**config.mk**
```make
export PLATFORM = sky130hd
export DESIGN_NAME = spq_cell
export DESIGN_NICKNAME = d
export VERILOG_FILES = /design/src/sorted_priority_queue_top_defines.svh /design/src/spq_pkg.sv /design/src/spq_cell.sv
export SDC_FILE = /design/constraint.sdc
export NUM_CORES = 1
export LEC_CHECK = 0
export ABC_AREA = 1
export BUFFER_PORTS_ARGS = -buffer_cell sky130_fd_sc_hd__clkbuf_2
export CAP_MARGIN = 20
export CORE_MARGIN = 2
export CORE_UTILIZATION = 39
export CTS_BUF_LIST = sky130_fd_sc_hd__clkbuf_16
export DETAILED_ROUTE_END_ITERATION = 8
export PLACE_DENSITY = 0.75
export SETUP_SLACK_MARGIN = 0.1
export SLEW_MARGIN = 0
export SYNTH_ARGS = -nofsm -noshare
export SYNTH_HDL_FRONTEND = slang
export SYNTH_SLANG_ARGS = --single-unit
```
**constraint.sdc**
```tcl
create_clock -name clk -period 2.3 [get_ports clk]
set_clock_uncertainty 0.2 [all_clocks]
set_input_delay 0.23 -clock clk [delete_from_list [all_inputs] [get_ports clk]]
set_output_delay 0.23 -clock clk [all_outputs]
set_load 0.03 [all_outputs]
```
**src/sorted_priority_queue_top_defines.svh**
```systemverilog
// Assertion macros for the sorted priority queue.
// Expects clk and rst in the scope of use; no other dependencies.
`ifndef SORTED_PRIORITY_QUEUE_TOP_DEFINES_SVH
`define SORTED_PRIORITY_QUEUE_TOP_DEFINES_SVH

// Same-cycle implication, disabled during reset.
`define SPQ_ASSERT_IMP(label, ante, cons, msg) \
  label: assert property (@(posedge clk) disable iff (rst) (ante) |-> (cons)) \
    else $error(msg);

// Next-cycle implication, disabled during reset.
`define SPQ_ASSERT_NXT(label, ante, cons, msg) \
  label: assert property (@(posedge clk) disable iff (rst) (ante) |=> (cons)) \
    else $error(msg);

`endif

```
**src/spq_pkg.sv**
```systemverilog
// Shared types and constants for the sorted priority queue.
// No dependencies; used by the interfaces, the cell and the top level.
`default_nettype none

package spq_pkg;

  localparam int CAPACITY_DEF      = 64;
  localparam int ELEMENT_BITS_DEF  = 16;
  localparam int PRIORITY_BITS_DEF = 16;

  localparam int OP_W     = 3;
  localparam int STATUS_W = 2;
  localparam int SIZE_W   = 7;

  typedef enum logic [OP_W-1:0] {
    OP_INSERT      = 3'd0,
    OP_REMOVE_HEAD = 3'd1,
    OP_REMOVE_ELEM = 3'd2,
    OP_CHANGE_PRIO = 3'd3,
    OP_CONTAINS    = 3'd4,
    OP_CLEAR       = 3'd5
  } op_t;

  typedef enum logic [STATUS_W-1:0] {
    ST_OK      = 2'd0,
    ST_MISSING = 2'd1,
    ST_FULL    = 2'd2
  } status_t;

  typedef enum logic [2:0] {
    S_IDLE,
    S_MATCH,
    S_REMOVE,
    S_INSERT,
    S_REPORT
  } state_t;

  // Broadcast control for every cell of the chain.
  typedef struct packed {
    logic ins;         // open a gap at the insert point and load the new entry
    logic rem;         // close the gap at the removed entry
    logic check_prio;  // match also on priority
  } cell_ctl_t;

endpackage

`default_nettype wire

```
**src/spq_cell.sv**
```systemverilog
// One slot of the sorted chain: holds an entry, compares it against the
// broadcast key and shifts toward either neighbor. Depends on spq_pkg.
`default_nettype none

module spq_cell #(
  parameter int ELEMENT_BITS  = spq_pkg::ELEMENT_BITS_DEF,
  parameter int PRIORITY_BITS = spq_pkg::PRIORITY_BITS_DEF
) (
  input  logic                     clk,
  input  spq_pkg::cell_ctl_t       ctl,
  input  logic                     occupied,
  input  logic                     left_occupied,
  input  logic                     left_ge,
  input  logic                     shift_from_right,
  input  logic [ELEMENT_BITS-1:0]  key_element,
  input  logic [PRIORITY_BITS-1:0] key_prio,
  input  logic [PRIORITY_BITS-1:0] ins_prio,
  input  logic [ELEMENT_BITS-1:0]  left_element,
  input  logic [PRIORITY_BITS-1:0] left_prio,
  input  logic [ELEMENT_BITS-1:0]  right_element,
  input  logic [PRIORITY_BITS-1:0] right_prio,
  output logic [ELEMENT_BITS-1:0]  element,
  output logic [PRIORITY_BITS-1:0] prio,
  output logic                     ge,
  output logic                     match
);

  logic take_ins;

  assign ge    = (prio >= ins_prio);
  assign match = occupied && (element == key_element) &&
                 (!ctl.check_prio || (prio == key_prio));

  // Act on insert when this slot is at or past the insert point and
  // the chain reaches it (left slot holds an entry).
  assign take_ins = ctl.ins && left_occupied && (!occupied || !ge);

  always_ff @(posedge clk) begin
    if (ctl.rem && shift_from_right) begin
      element <= right_element;
      prio    <= right_prio;
    end else if (take_ins) begin
      if (left_ge) begin
        element <= key_element;
        prio    <= ins_prio;
      end else begin
        element <= left_element;
        prio    <= left_prio;
      end
    end
  end

endmodule

`default_nettype wire

```
==> metrics <==
outcome=finished clean; relative slew slack=between 70% and 80%; top post-synthesis cells by area=edfxtp_1 (38%), nor2_1 (11%), nand2_1 (8.7%); Hold Fails Final Rpt=0; cts hold-fix bufs=0; Max Slew Vio Count=0; top post-synthesis cells by count=nor2_1 (75), nand2_1 (58), inv_1 (35); post-detailed-routing wire length=just over 7000 µm; final number of setup-violating endpoints=0; number of CTS-inserted buffers=5; fmax=~0.45 GHz; Power Total=roughly 2100 µW; Most used DFF post-synth=edfxtp_1; cells after synthesis=around 340; CTS Root Cell=clkbuf_16; layout cell share with drive strength beyond 1=37.4%; via-per-instance ratio=around 4.9; clk_lat worst skew=between 0.2 and 0.3 ns; sequential area share after synthesis=~38%; routed len/inst=between 10 and 15 µm; unrepaired setup endpoints after global routing=true; H-tree levels=2; Power Density=582 nW/µm²; vias in the first global route=2734; initial DRC count=approximately 130; ANT cells=0; Initial Util=39.8%; CP required=between 1.5 and 2 ns; Inst Count DP=555; Critical Path Start Type=flop; Ports=between 150 and 200; Port Buf Inserts=between 150 and 200; CTS tree=yes; worst vdd ir=around 0.37 mV; # DRC=0; GRT Residual Overflow=0; core area=~6300 µm²; most frequent cell after synthesis=nor2_1; Setup TNS=0 ns; Row Count=29; max-cap check violation count=0; Leakage Power=around 0.0019 µW; Non-Filler Instances=around 570; #FFs+latches synth=32; Hold WC Path Type=primary input to flop; Setup CP Type=flop to output port; Synthesized Nets=~470; largest net degree at the start of global routing=51; die height=84.0 µm; clock sinks=32; Max Fanout on Critical Path=3; Yosys warnings=0; DIE WIDTH=84.0 µm; GRT Resource Usage Total=between 20% and 30%; ys async rst share=0%; dpl cell area=between 3000 and 4000 µm²; Yosys cell types=24; post-synth top area share=38.5%; mean area per synthesized cell=approximately 7.5 µm²; final worst-path cycle share=a little over nine tenths; Finished Cell Area=between 3000 and 4000 µm²; detailed placement HPWL=between 5000 and 6000 µm; CTS Buffer Depth=2; Data arrival, critical path=approximately 1.8 ns; Die ar.=7060 µm²; Placer Congestion=~0.84; Synth area leader=edfxtp_1; Worst-Margin Slew=approximately 0.39 ns; Final nets=roughly 630; via count=2786; fin crit period=2.20 ns; Layout area overhead=47.4%; clock transition at the registers of the reported paths=about 0.060 ns; DR pass1 iterations=4; EDFF count, synth=32; antenna violations before repair=0; synthesized area=~2500 µm²; WHS=0.0564 ns; first-pass GRT wire length=between 10000 and 15000 µm; Post-DRT Antenna Nets=0; Setup crit end kind=output port
## cell type report
type | count | area, µm²
Clock buffer | 5 | 125
Clock inverter | 3 | 38.8
Fill cell | 577 | 2590
Inverter | 36 | 135
Multi-Input combinational cell | 256 | 1470
Sequential cell | 32 | 961
Tap cell | 77 | 96.3
Timing Repair Buffer | 160 | 856
## cell families after synthesis
logic type,share of synthesized area [%]
DFF,38.5
buffers and inverters,8.82
and+or+nand+nor,22.2
AOI/OAI and AO/OA,16.1
adders and majority gates,8.02
xor gates and xnor gates,6.31
## layer usage
layer | global-route usage (%) | share of wire, %
met1 | 25.6 | 42
met2 | 34.6 | 49
met3 | 4.06 | 7.0
met4 | 7.48 | 2.4
met5 | 0 | 0
## state kept, by name, indices dropped and copies added (netlist names)
register	cells
element	16
prio	16
## through the flow
step | util [%] | worst slack [ns]
global placement | 53.9 | 0.155
CTS | 57.0 | 0.0610
global route | 58.7 | -0.00371
detailed placement | 53.9 | 0.0578
finish | 58.7 | 0.0988
floorplan | - | 0.0598
## layout by cell type, fill, tap and decap left out
cell type  instances
nand3_1            1
clkbuf_2         151
o221ai_1           1
nand2_8            5
nand2_4            2
o21ai_0           28
a21oi_2            2
nor2_1            74
xnor2_1            8
clkinv_2           1
ha_4               2
buf_4              5
o21a_1             1
clkbuf_16          5
bufinv_16          1
ha_1              14
nand2_1           50
nand2_2            4
inv_2              1
a31oi_1            7
nor2_4             1
edfxtp_1          32
o21ai_1            1
o22ai_1            3
buf_6              2
nor3_1             4
buf_12             2
nand4_1            3
or2_0              2
xor2_1            10
inv_1             36
a21oi_1           33
## worst max-delay path, stage by stage (launching register included)
cell and delay [ns]:
edfxtp_1 0.47, buf_4 0.18, xor2_1 0.13, nor3_1 0.13
nand2_1 0.11, nor2_4 0.13, nand2_2 0.06, a21oi_2 0.15
buf_6 0.15
## final timing paths
| path | depth (start not counted) | from | endpoint | slack (ns) |
|---|---|---|---|---|
| worst min-delay path | 3 | right_element[5] | element[5] | 0.06 |
| worst min register to register | 8 | prio[15] | element[12] | 1.04 |
| worst max register to register | 12 | prio[3] | prio[2] | 0.18 |
| worst max-delay path | 8 | prio[3] | match | 0.1 |
## power breakdown
group / total, µW / switching [µW] / internal (µW) / leakage, µW
clock: 742 / 238 / 504 / 0.0000850
sequential: 760 / 44.2 / 716 / 0.000308
combinational: 638 / 381 / 257 / 0.00149
## what timing repair did
item / CTS / global route
endpoints found under the setup margin: 34 / 34
resized for setup: 4 / 12
pin swaps: 1 / 5
gates cloned: 1 / 2
buffers inserted: 0 / 3
Power figures use the tool's default switching activity.
